### config.mk
export PLATFORM = sky130hd
export DESIGN_NAME = mesi_coherence_line_controller_flat
export DESIGN_NICKNAME = d
export VERILOG_FILES = /design/src/rtl/core/mcl_pkg.sv /design/src/rtl/core/mcl_if.sv /design/src/rtl/core/mcl_ram.sv /design/src/rtl/core/mesi_coherence_line_controller.sv /design/src/flat_wrapper.sv
export SDC_FILE = /design/constraint.sdc
export NUM_CORES = 2
export LEC_CHECK = 0
export ABC_AREA = 1
export BUFFER_PORTS_ARGS = -buffer_cell sky130_fd_sc_hd__buf_2
export CAP_MARGIN = 20
export CORE_MARGIN = 2
export CORE_UTILIZATION = 50
export CTS_BUF_LIST = sky130_fd_sc_hd__clkbuf_2 sky130_fd_sc_hd__clkbuf_4 sky130_fd_sc_hd__clkbuf_8
export CTS_CLUSTER_DIAMETER = 80
export CTS_CLUSTER_SIZE = 28
export DETAILED_ROUTE_END_ITERATION = 6
export PLACE_DENSITY = 0.65
export SLEW_MARGIN = 20
export SYNTH_ARGS = -nofsm -noshare
export SYNTH_HDL_FRONTEND = slang
export SYNTH_SLANG_ARGS = --single-unit
### constraint.sdc
create_clock -name clk -period 159 [get_ports clk]
set_input_delay 0 -clock clk [delete_from_list [all_inputs] [get_ports clk]]
set_output_delay 0 -clock clk [all_outputs]
set_load 0.05 [all_outputs]
### src/rtl/core/mcl_pkg.sv
`default_nettype none
package mcl_pkg;

  localparam int LINES  = 1024;
  localparam int LINE_W = $clog2(LINES);
  localparam int FUNC_W = 3;
  localparam int ST_W   = 3;
  localparam int ADDR_W = 32;
  localparam int SRC_W  = 4;
  localparam int REQ_W  = 2;

  // item function codes
  localparam logic [FUNC_W-1:0] FN_LOAD  = 3'd0;
  localparam logic [FUNC_W-1:0] FN_STORE = 3'd1;
  localparam logic [FUNC_W-1:0] FN_GETS  = 3'd2;
  localparam logic [FUNC_W-1:0] FN_GETM  = 3'd3;
  localparam logic [FUNC_W-1:0] FN_DATA  = 3'd4;

  // line coherence states
  localparam logic [ST_W-1:0] LS_I  = 3'd0;
  localparam logic [ST_W-1:0] LS_S  = 3'd1;
  localparam logic [ST_W-1:0] LS_E  = 3'd2;
  localparam logic [ST_W-1:0] LS_M  = 3'd3;
  localparam logic [ST_W-1:0] LS_IM = 3'd4;
  localparam logic [ST_W-1:0] LS_IS = 3'd5;
  localparam logic [ST_W-1:0] LS_SM = 3'd6;

  // bus requests
  localparam logic [REQ_W-1:0] REQ_NONE = 2'd0;
  localparam logic [REQ_W-1:0] REQ_GETS = 2'd1;
  localparam logic [REQ_W-1:0] REQ_GETM = 2'd2;

  typedef enum logic [1:0] {
    CTL_CLEAR,
    CTL_IDLE,
    CTL_LOOKUP
  } ctl_state_t;

  typedef struct packed {
    logic [REQ_W-1:0]  bus_request;
    logic              data_to_proc;
    logic              data_on_bus;
    logic [SRC_W-1:0]  data_dest;
    logic              shared_out;
    logic              miss;
    logic              silent_upgrade;
    logic              error;
    logic [ST_W-1:0]   new_state;
    logic [ADDR_W-1:0] addr_out;
  } rsp_t;

  function automatic rsp_t mcl_step(logic [FUNC_W-1:0] func, logic [ST_W-1:0] st_raw,
                                    logic shin, logic [SRC_W-1:0] src,
                                    logic [ADDR_W-1:0] addr);
    rsp_t r;
    logic [ST_W-1:0] st;
    logic store;
    logic getm;
    r     = '0;
    st    = (st_raw > LS_SM) ? LS_I : st_raw;
    store = (func == FN_STORE);
    getm  = (func == FN_GETM);
    r.new_state = st;
    if (func == FN_LOAD || func == FN_STORE) begin
      case (st)
        LS_I: begin
          r.bus_request = store ? REQ_GETM : REQ_GETS;
          r.new_state   = store ? LS_IM : LS_IS;
          r.miss        = 1'b1;
        end
        LS_S: begin
          if (store) begin
            r.bus_request = REQ_GETM;
            r.new_state   = LS_SM;
            r.miss        = 1'b1;
          end else begin
            r.data_to_proc = 1'b1;
          end
        end
        LS_E: begin
          r.data_to_proc = 1'b1;
          if (store) begin
            r.silent_upgrade = 1'b1;
            r.new_state      = LS_M;
          end
        end
        LS_M: r.data_to_proc = 1'b1;
        default: r.error = 1'b1;
      endcase
    end else if (func == FN_GETS || func == FN_GETM) begin
      case (st)
        LS_S: begin
          r.shared_out = 1'b1;
          if (getm) r.new_state = LS_I;
        end
        LS_E, LS_M: begin
          r.shared_out  = 1'b1;
          r.data_on_bus = 1'b1;
          r.data_dest   = src;
          r.new_state   = getm ? LS_I : LS_S;
        end
        LS_SM: r.shared_out = 1'b1;
        default: ;
      endcase
    end else if (func == FN_DATA) begin
      case (st)
        LS_IM, LS_SM: begin
          r.data_to_proc = 1'b1;
          r.new_state    = LS_M;
        end
        LS_IS: begin
          r.data_to_proc = 1'b1;
          r.new_state    = shin ? LS_S : LS_E;
        end
        default: ;
      endcase
    end else begin
      r.error = 1'b1;
    end
    if (r.bus_request != REQ_NONE || r.data_to_proc || r.data_on_bus) begin
      r.addr_out = addr;
    end
    return r;
  endfunction

endpackage
`default_nettype wire

### src/rtl/core/mcl_if.sv
`default_nettype none
interface mcl_item_if;
  logic                          valid;
  logic                          ready;
  logic [mcl_pkg::FUNC_W-1:0]    func;
  logic [9:0]                    line;
  logic [mcl_pkg::ADDR_W-1:0]    addr;
  logic [mcl_pkg::SRC_W-1:0]     src_module;
  logic                          shared_in;

  modport source (output valid, func, line, addr, src_module, shared_in, input ready);
  modport sink (input valid, func, line, addr, src_module, shared_in, output ready);
endinterface

interface mcl_result_if;
  logic                          valid;
  logic                          ready;
  logic [mcl_pkg::REQ_W-1:0]     bus_request;
  logic                          data_to_proc;
  logic                          data_on_bus;
  logic [mcl_pkg::SRC_W-1:0]     data_dest;
  logic                          shared_out;
  logic                          miss;
  logic                          silent_upgrade;
  logic                          error;
  logic [mcl_pkg::ST_W-1:0]      new_state;
  logic [mcl_pkg::ADDR_W-1:0]    addr_out;

  modport source (output valid, bus_request, data_to_proc, data_on_bus, data_dest,
                  shared_out, miss, silent_upgrade, error, new_state, addr_out,
                  input ready);
  modport sink (input valid, bus_request, data_to_proc, data_on_bus, data_dest,
                shared_out, miss, silent_upgrade, error, new_state, addr_out,
                output ready);
endinterface
`default_nettype wire

### src/rtl/core/mcl_ram.sv
`default_nettype none
module mcl_ram #(
  parameter int WIDTH = 8,
  parameter int DEPTH = 16
) (
  input  wire logic                     clk,
  input  wire logic                     we,
  input  wire logic [$clog2(DEPTH)-1:0] waddr,
  input  wire logic [WIDTH-1:0]         wdata,
  input  wire logic                     re,
  input  wire logic [$clog2(DEPTH)-1:0] raddr,
  output      logic [WIDTH-1:0]         rdata
);

  logic [WIDTH-1:0] mem [DEPTH];

  always_ff @(posedge clk) begin
    if (we) mem[waddr] <= wdata;
    if (re) rdata <= mem[raddr];
  end

endmodule
`default_nettype wire

### src/rtl/core/mesi_coherence_line_controller.sv
`default_nettype none
// result: computed from the line table read in LOOKUP and loaded into the output register once that register is free
// items: one at a time; the next is taken only after the line table read and write back
// the next item is taken while a finished result still waits in the output register
// reset: a clearing pass writes Invalid to all 1024 lines,
// during which no item is taken; the output register is emptied at once
module mesi_coherence_line_controller (
  input wire logic     clk,
  input wire logic     rst,
  mcl_item_if.sink     item,
  mcl_result_if.source result
);

  mcl_pkg::ctl_state_t ctl_state, ctl_state_next;

  logic [mcl_pkg::LINE_W-1:0] clr_idx;
  logic [mcl_pkg::LINE_W-1:0] line_q;
  logic [mcl_pkg::FUNC_W-1:0] func_q;
  logic [mcl_pkg::ADDR_W-1:0] addr_q;
  logic [mcl_pkg::SRC_W-1:0]  src_q;
  logic                       shin_q;

  logic                       ram_we;
  logic [mcl_pkg::LINE_W-1:0] ram_waddr;
  logic [mcl_pkg::ST_W-1:0]   ram_wdata;
  logic                       ram_re;
  logic [mcl_pkg::ST_W-1:0]   ram_rdata;

  logic          slot_free;
  logic          out_load;
  mcl_pkg::rsp_t rsp;

  assign slot_free = !result.valid || result.ready;
  assign rsp = mcl_pkg::mcl_step(func_q, ram_rdata, shin_q, src_q, addr_q);

  mcl_ram #(
    .WIDTH(mcl_pkg::ST_W),
    .DEPTH(mcl_pkg::LINES)
  ) u_table (
    .clk  (clk),
    .we   (ram_we),
    .waddr(ram_waddr),
    .wdata(ram_wdata),
    .re   (ram_re),
    .raddr(item.line[mcl_pkg::LINE_W-1:0]),
    .rdata(ram_rdata)
  );

  always_comb begin
    ctl_state_next = ctl_state;
    unique case (ctl_state)
      mcl_pkg::CTL_CLEAR: begin
        if (clr_idx == mcl_pkg::LINE_W'(mcl_pkg::LINES - 1)) ctl_state_next = mcl_pkg::CTL_IDLE;
      end
      mcl_pkg::CTL_IDLE: begin
        if (item.valid) ctl_state_next = mcl_pkg::CTL_LOOKUP;
      end
      mcl_pkg::CTL_LOOKUP: begin
        if (slot_free) ctl_state_next = mcl_pkg::CTL_IDLE;
      end
      default: ctl_state_next = mcl_pkg::CTL_CLEAR;
    endcase
  end

  always_comb begin
    item.ready = 1'b0;
    ram_re     = 1'b0;
    ram_we     = 1'b0;
    ram_waddr  = line_q;
    ram_wdata  = rsp.new_state;
    out_load   = 1'b0;
    unique case (ctl_state)
      mcl_pkg::CTL_CLEAR: begin
        ram_we    = 1'b1;
        ram_waddr = clr_idx;
        ram_wdata = mcl_pkg::LS_I;
      end
      mcl_pkg::CTL_IDLE: begin
        item.ready = 1'b1;
        ram_re     = item.valid;
      end
      mcl_pkg::CTL_LOOKUP: begin
        // write back only when the result can go into the output register
        ram_we   = slot_free;
        out_load = slot_free;
      end
      default: ;
    endcase
  end

  always_ff @(posedge clk) begin
    if (rst) begin
      ctl_state <= mcl_pkg::CTL_CLEAR;
      clr_idx   <= '0;
    end else begin
      ctl_state <= ctl_state_next;
      if (ctl_state == mcl_pkg::CTL_CLEAR) clr_idx <= clr_idx + 1'b1;
    end
  end

  always_ff @(posedge clk) begin
    if (item.valid && item.ready) begin
      line_q <= item.line[mcl_pkg::LINE_W-1:0];
      func_q <= item.func;
      addr_q <= item.addr;
      src_q  <= item.src_module;
      shin_q <= item.shared_in;
    end
  end

  always_ff @(posedge clk) begin
    if (rst) begin
      result.valid <= 1'b0;
    end else if (out_load) begin
      result.valid <= 1'b1;
    end else if (result.ready) begin
      result.valid <= 1'b0;
    end
  end

  always_ff @(posedge clk) begin
    if (out_load) begin
      result.bus_request    <= rsp.bus_request;
      result.data_to_proc   <= rsp.data_to_proc;
      result.data_on_bus    <= rsp.data_on_bus;
      result.data_dest      <= rsp.data_dest;
      result.shared_out     <= rsp.shared_out;
      result.miss           <= rsp.miss;
      result.silent_upgrade <= rsp.silent_upgrade;
      result.error          <= rsp.error;
      result.new_state      <= rsp.new_state;
      result.addr_out       <= rsp.addr_out;
    end
  end

endmodule
`default_nettype wire

### src/flat_wrapper.sv
// flat-port wrapper written by rule: the top's interface ports become plain ports
module mesi_coherence_line_controller_flat 
  (clk, rst, item_valid, item_func, item_line, item_addr, item_src_module, item_shared_in, item_ready, result_valid, result_bus_request, result_data_to_proc, result_data_on_bus, result_data_dest, result_shared_out, result_miss, result_silent_upgrade, result_error, result_new_state, result_addr_out, result_ready);
  mcl_item_if item_i ();
  mcl_result_if result_i ();
  input wire logic clk;
  input wire logic rst;
  input wire logic [$bits(item_i.valid)-1:0] item_valid;
  input wire logic [$bits(item_i.func)-1:0] item_func;
  input wire logic [$bits(item_i.line)-1:0] item_line;
  input wire logic [$bits(item_i.addr)-1:0] item_addr;
  input wire logic [$bits(item_i.src_module)-1:0] item_src_module;
  input wire logic [$bits(item_i.shared_in)-1:0] item_shared_in;
  output wire logic [$bits(item_i.ready)-1:0] item_ready;
  output wire logic [$bits(result_i.valid)-1:0] result_valid;
  output wire logic [$bits(result_i.bus_request)-1:0] result_bus_request;
  output wire logic [$bits(result_i.data_to_proc)-1:0] result_data_to_proc;
  output wire logic [$bits(result_i.data_on_bus)-1:0] result_data_on_bus;
  output wire logic [$bits(result_i.data_dest)-1:0] result_data_dest;
  output wire logic [$bits(result_i.shared_out)-1:0] result_shared_out;
  output wire logic [$bits(result_i.miss)-1:0] result_miss;
  output wire logic [$bits(result_i.silent_upgrade)-1:0] result_silent_upgrade;
  output wire logic [$bits(result_i.error)-1:0] result_error;
  output wire logic [$bits(result_i.new_state)-1:0] result_new_state;
  output wire logic [$bits(result_i.addr_out)-1:0] result_addr_out;
  input wire logic [$bits(result_i.ready)-1:0] result_ready;
  assign item_i.valid = item_valid;
  assign item_i.func = item_func;
  assign item_i.line = item_line;
  assign item_i.addr = item_addr;
  assign item_i.src_module = item_src_module;
  assign item_i.shared_in = item_shared_in;
  assign item_ready = item_i.ready;
  assign result_valid = result_i.valid;
  assign result_bus_request = result_i.bus_request;
  assign result_data_to_proc = result_i.data_to_proc;
  assign result_data_on_bus = result_i.data_on_bus;
  assign result_data_dest = result_i.data_dest;
  assign result_shared_out = result_i.shared_out;
  assign result_miss = result_i.miss;
  assign result_silent_upgrade = result_i.silent_upgrade;
  assign result_error = result_i.error;
  assign result_new_state = result_i.new_state;
  assign result_addr_out = result_i.addr_out;
  assign result_i.ready = result_ready;
  mesi_coherence_line_controller u_core (.clk(clk), .rst(rst), .item(item_i), .result(result_i));
endmodule
## Yosys cells after proc, flatten, opt, wreduce, memory -nomap -nowiden

Memories as Yosys holds them, arrays and structs flattened. A register that Yosys moved wholly into a read port is not among the register bits.
Index checks and enable logic that the tools add are counted.

| word-level totals | value |
|---|---|
| memories | 1 |
| bits in registers | 110 |
| input port bits | 54 |
| RAM bits | 3072 |
| output and inout port bits | 49 |
| latch bits | 0 |
| memory bits (read-only) | 0 |

| cells by class | value |
|---|---|
| bitwise operators | 2 |
| shift operators | 0 |
| reduce and logical (&&, ||, !) cells | 21 |
| divide/modulo/power cells | 0 |
| eq/ne operators | 16 |
| $lt $le $gt $ge | 1 |
| $add $sub $neg | 1 |
| multiply operators | 0 |
| mux-type cells | 46 |

Memories:

| memory | words | width | read ports | clocked after memory_dff | write ports | line | text |
|---|---|---|---|---|---|---|---|
| u_core.u_table.mem | 1024 | 3 | 1 | 1 | 1 | mcl_ram.sv:15 | `logic [WIDTH-1:0] mem [DEPTH];` |

Operator list:

| kind | number |
|---|---|
| 3-bit 2-to-1 mux | 7 |
| 1-bit 2-to-1 mux | 19 |
| 2-bit 2-to-1 mux | 7 |
| 3-bit by 2-bit equality test with 1-bit output (second input constant) | 4 |
| 3-bit equality test (second input constant) | 4 |
| 6-bit 2-to-1 mux | 2 |
| 3-bit one-hot mux with 2 select lines | 2 |
| 10-bit by 1-bit adder with 10-bit output (second input constant) | 1 |
| 10-bit equality test (second input constant) | 1 |
| 10-bit 2-to-1 mux | 1 |
| 3-bit one-hot mux with 3 select lines | 1 |
| 4-bit OR reduction | 2 |
| 3-bit by 1-bit equality test with 1-bit output (second input constant) | 2 |
| 3-bit logical NOT | 2 |
| 1-bit one-hot mux with 2 select lines | 3 |
| 2-bit one-hot mux with 3 select lines | 1 |
| 2-bit OR reduction | 3 |
| 3-bit OR reduction | 2 |
| 1-bit logical OR | 5 |
| 5-bit 2-to-1 mux | 1 |
| 4-bit 2-to-1 mux | 1 |
| 2-bit by 1-bit != test with 1-bit output (second input constant) | 2 |
| 2-bit one-hot mux with 2 select lines | 1 |
| 2-bit nonzero test | 2 |
| other kinds (10) | 11 |

## Longest topological paths before layout

| depth | value |
|---|---|
| word-level depth | 10 |
| mapped depth | 17 |

## Cells and area by module

Synthesis repeated with hierarchy kept, for this count alone.

| unflattened totals | value |
|---|---|
| cells, all modules | 11637 |
| area, all modules | 132646.0 µm² |

By module, submodules not included:

| module | area each (µm²) | instances | cells each |
|---|---|---|---|
| mcl_ram | 128306.8 | 1 | 11278 |
| mesi_coherence_line_controller | 4339.2 | 1 | 359 |

## Worst setup path after synthesis

No wires, ideal clock.

| path | value |
|---|---|
| kind | register to register |
| from | register u_core.u_table.rdata[0], read port of u_core.u_table.mem |
| to | memory u_core.u_table.mem[0][0] in the netlist's numbering (data pin) |
| path buffers | 1 |
| cell stages (with the launch flop) | 8 |
| arrival time | 42194 ps |
| period minus slack after synthesis | 50540 ps |
| slack | 108460 ps |
| library setup time | 8346 ps |
| required time | 150654 ps |
| cells stage by stage | edfxtp_1 clkbuf_1 inv_1 a21oi_1 nand3_1 nand3_1 nor2_1 a211oi_1 |

| between the ends | value |
|---|---|
| longest elaborated chain between the ends | 9 |
| elaborated cells between the ends (all ways) | 21 |
| classes of those cells | order compare: 1; eq/ne: 6; mux: 11; reduce/logical: 3 |

RTL lines:

| element | line | text |
|---|---|---|
| start, declared | mcl_ram.sv:12 | `output logic [WIDTH-1:0] rdata` |
| 3-bit > comparator | mcl_pkg.sv:60 | `st = (st_raw > LS_SM) ? LS_I : st_raw;` |
| 3-bit 2-to-1 mux * | mcl_pkg.sv:60 |  |
| 3-bit equality test | mcl_pkg.sv:106 | `case (st)` |
| 2-bit OR reduction | mcl_pkg.sv:106 |  |
| 3-bit one-hot mux with 2 select lines | mcl_pkg.sv:106 |  |
| 3-bit 2-to-1 mux | mcl_pkg.sv:105 | `end else if (func == FN_DATA) begin` |
| 3-bit 2-to-1 mux | mcl_pkg.sv:90 | `end else if (func == FN_GETS \|\| func == FN_GETM) begin` |
| 4-bit 2-to-1 mux * | mcl_pkg.sv:64 | `if (func == FN_LOAD \|\| func == FN_STORE) begin` |
| 3-bit 2-to-1 mux * | mesi_coherence_line_controller.sv:72 | `unique case (ctl_state)` |
| named net u_core.ram_wdata (one bit) | mesi_coherence_line_controller.sv:25 | `logic [mcl_pkg::ST_W-1:0] ram_wdata;` |
| end, declared | mcl_ram.sv:15 |  |

The timed path passes the listed nets; every way through them passes the cells marked *.

==> qor.csv <==
metric,value,unit
outcome,"complete, but fails checks",
violated checks,DRC,
initial antenna violation count,25,
worst-path fanout max,210,
Via Count,89700,
unrepaired setup endpoints after global routing,false,
final slew viol count,0,
Sequential Area,95500,sq um
post-cts sizing count,0,
HP Start,item_line[5],
die area,268000,sq um
Root Driver,clkbuf_8,
vias per cell,6.04,
post-route ant nets,0,
first-pass GRT wire length,545000,microns
r2r startpoint,u_core.u_table.rdata[1],
post-route setup slack,151.78,ns
GP Congestion,0.862,
worst-skew pair later-pin latency,1.02,ns
Worst slew margin,19.9,%
GR Overflow Total,0,
Ys Warns,0,
Overall Power,1.33,mW
"Period Utilization, post-route",4.54,%
hold path depth,3,
pin count of the biggest net entering global routing,225,
Top Metal Used,met5,
TritonCTS buffer count,140,
P&R area growth vs syn,4.73,%
flop2flop setup slack,153.37,ns
Min-Delay Path Class,in2reg,
Die W,518,microns
most frequent cells in the layout,"edfxtp_1, nand2_1, nand3_1",
Yosys top cell by area,edfxtp_1,
TNS Setup,0,ns
syn_area_per_cell,11.4,sq um
post-synthesis async set-or-reset flop share,0,%
IO Count,103,
Iter 0 DRT Violations,12900,
worst-margin pin slew,1.20,ns
area of the multi-input gates,32300,sq um
Critical Path Start Type,input port,
Fin. Hold Viols,0,
Hold Path End,u_core.line_q[5],
M1 wire length,147000,microns
met2 wire length,171000,microns
drt pass-1 iters,7,
worst endpoint required time,159.90,ns
vias in the first global route,86300,
Synth Register Bits,3185,
Clock Path Buffers,3,
Port Buf Inserts,102,
fillcell total,22500,
# DRC,3,
Critical Path AT,8.13,ns
distinct cell type count after synthesis,33,
max cap viols,0,
"Reg clk slew, reported paths",0.16,ns
crit end category,flip-flop,
Mapped Cells,11600,
dpl ws,152.23,ns
reg-to-reg endpoint,u_core.u_table.mem[238][0],
synth top area cells,"edfxtp_1, nand3_1, nand2_1",
Initial Utilization,50.3,%
Lkg Pwr,48.6,nW
routed wl met3,40800,microns
CTS tree,built,
WL final,374000,microns
Post-synth EDFFs,3172,
depth of the worst register-to-register path,12,
Die Y,518,microns
minimum clock period,7.22,ns
layout cells sized above 1,4.64,%
Setup CP Type,in2reg,
gr usage total,27.2,%
final-stage net count,11300,
Synth Flop Type,edfxtp_1,
peak supply drop,9.65,uV
Pwr Density,9.63,nW/um^2
"commonest non-fill, non-tap cell in the layout",edfxtp_1,
Syn Nets,11700,
post-detail-place hpwl,203000,microns
post-synthesis cell area,132000,sq um
H-tree depth,4,
register area share after synthesis,72.3,%
share of the synthesized area in the top cell type,72.1,%
Peak Freq,0.138,GHz
clk_skew,0.0551,ns
# rows,188,
"Setup violations, final",0,
CTS Sinks,3185,
CORE AREA,263000,sq um
routed len/inst,25.2,microns
[what timing repair did]
action                                 in CTS  in global routing
buffers inserted                            0                  0
endpoints found under the hold margin     164                  0
hold buffers                              100                  0
[cell type report]
| type | instances | area share [%] |
|---|---|---|
| sequential | 3185 | 69.0 |
| multi-input combinational | 7443 | 23.4 |
| tap | 3515 | 3.18 |
| timing repair buffer | 370 | 2.18 |
| clock buffer | 153 | 1.49 |
| inverter | 129 | 0.377 |
| clock inverter | 41 | 0.373 |
| antenna | 17 | 0.0307 |
[cells in the mapped netlist, types with 2 or more instances]
cell type / n
edfxtp_1: 3172
nand2_1: 3168
nand3_1: 3079
nor2_1: 1111
buf_2: 485
clkbuf_1: 244
inv_1: 120
buf_1: 78
buf_4: 63
nor3_1: 21
a21oi_1: 15
dfxtp_1: 13
o21ai_0: 11
nor2_2: 8
buf_6: 6
inv_2: 6
a211oi_1: 5
clkinv_1: 3
o21ai_2: 3
a21oi_2: 2
nand2_2: 2
nand4_1: 2
nor2_4: 2
nor3b_1: 2
nor4_1: 2
o211ai_1: 2
o21ai_1: 2
[layer usage]
layer / up-vias / track usage, %
li1: 39800 / -
met1: 44300 / 37.2
met2: 4841 / 43.6
met3: 714 / 5.05
met4: 8 / 9.80
met5: - / 0
[cells by family after synthesis]
family | Yosys count | share of synthesized area [%]
AOI/OAI and AO/OA | 43 | 0.194
DFF | 3185 | 72.3
buffers and inverters | 1005 | 3.53
adders and majority gates | 1 | 0.00947
and+or+nand+nor | 7399 | 24.0
[worst max path at each step]
stage | start | end | slack (ns) | depth (start not counted)
2_1_floorplan | u_core.u_table.rdata[0] | u_core.u_table.mem[0][0] | 108.46 | 7
3_3_place_gp | item_line[0] | u_core.u_table.rdata[1] | 152.48 | 18
3_5_place_dp | item_line[0] | u_core.u_table.rdata[1] | 152.23 | 18
4_1_cts | item_line[0] | u_core.u_table.rdata[2] | 151.89 | 21
5_1_grt | item_line[0] | u_core.u_table.rdata[2] | 151.48 | 21
6_report | item_line[0] | u_core.u_table.rdata[2] | 151.78 | 21
[sequential cells by signal, summed over array words and instances (netlist names), 2 cells and up]
| name | flops |
|---|---|
| u_core.src_q | 4 |
| u_core.result.new_state | 3 |
| u_core.ctl_state | 2 |
| u_core.result.bus_request | 2 |
| u_core.clr_idx | 10 |
| u_core.result.data_dest | 4 |
| u_core.u_table.mem | 3072 |
| u_core.u_table.rdata | 3 |
| u_core.func_q | 3 |
| u_core.addr_q | 32 |
| u_core.result.addr_out | 32 |
| u_core.line_q | 10 |
[critical path, stage by stage]
cell           delay [ns]
dlygate4sd3_1        0.58
buf_8                0.30
clkinv_8             0.66
buf_4                0.97
buf_4                0.70
buf_4                0.85
buf_4                0.95
nand2_1              0.13
nand3_1              0.12
nand3_1              0.09
nand3_1              0.13
nand3_1              0.13
nand3_1              0.29
nand3_1              0.12
nand3_1              0.11
dlygate4sd3_1        0.57
nand3_1              0.07
nand2_1              0.12
nand2_1              0.06
nand2_1              0.08
dlygate4sd3_1        0.54
[where the power goes]
group	total (mW)	switching (mW)	internal [mW]	leakage [nW]
clock	0.345	0.243	0.103	1.33
combinational	0.0784	0.0583	0.0200	13.7
sequential	0.908	0.000126	0.908	33.6
[through the flow]
stage | hold slack (ns) | std cells | instance area (sq um) | utilization, %
detailed placement | 0.178 | 14500 | 135000 | 51.3
global route | -0.0195 | 14800 | 138000 | 52.7
finish | 0.0692 | 14900 | 138000 | 52.7
CTS | 0.00493 | 14800 | 138000 | 52.6
floorplan | 0.0774 | 11600 | 132000 | -
global placement | 0.176 | 14500 | 135000 | 51.3
(Power assumes the default switching activity.)
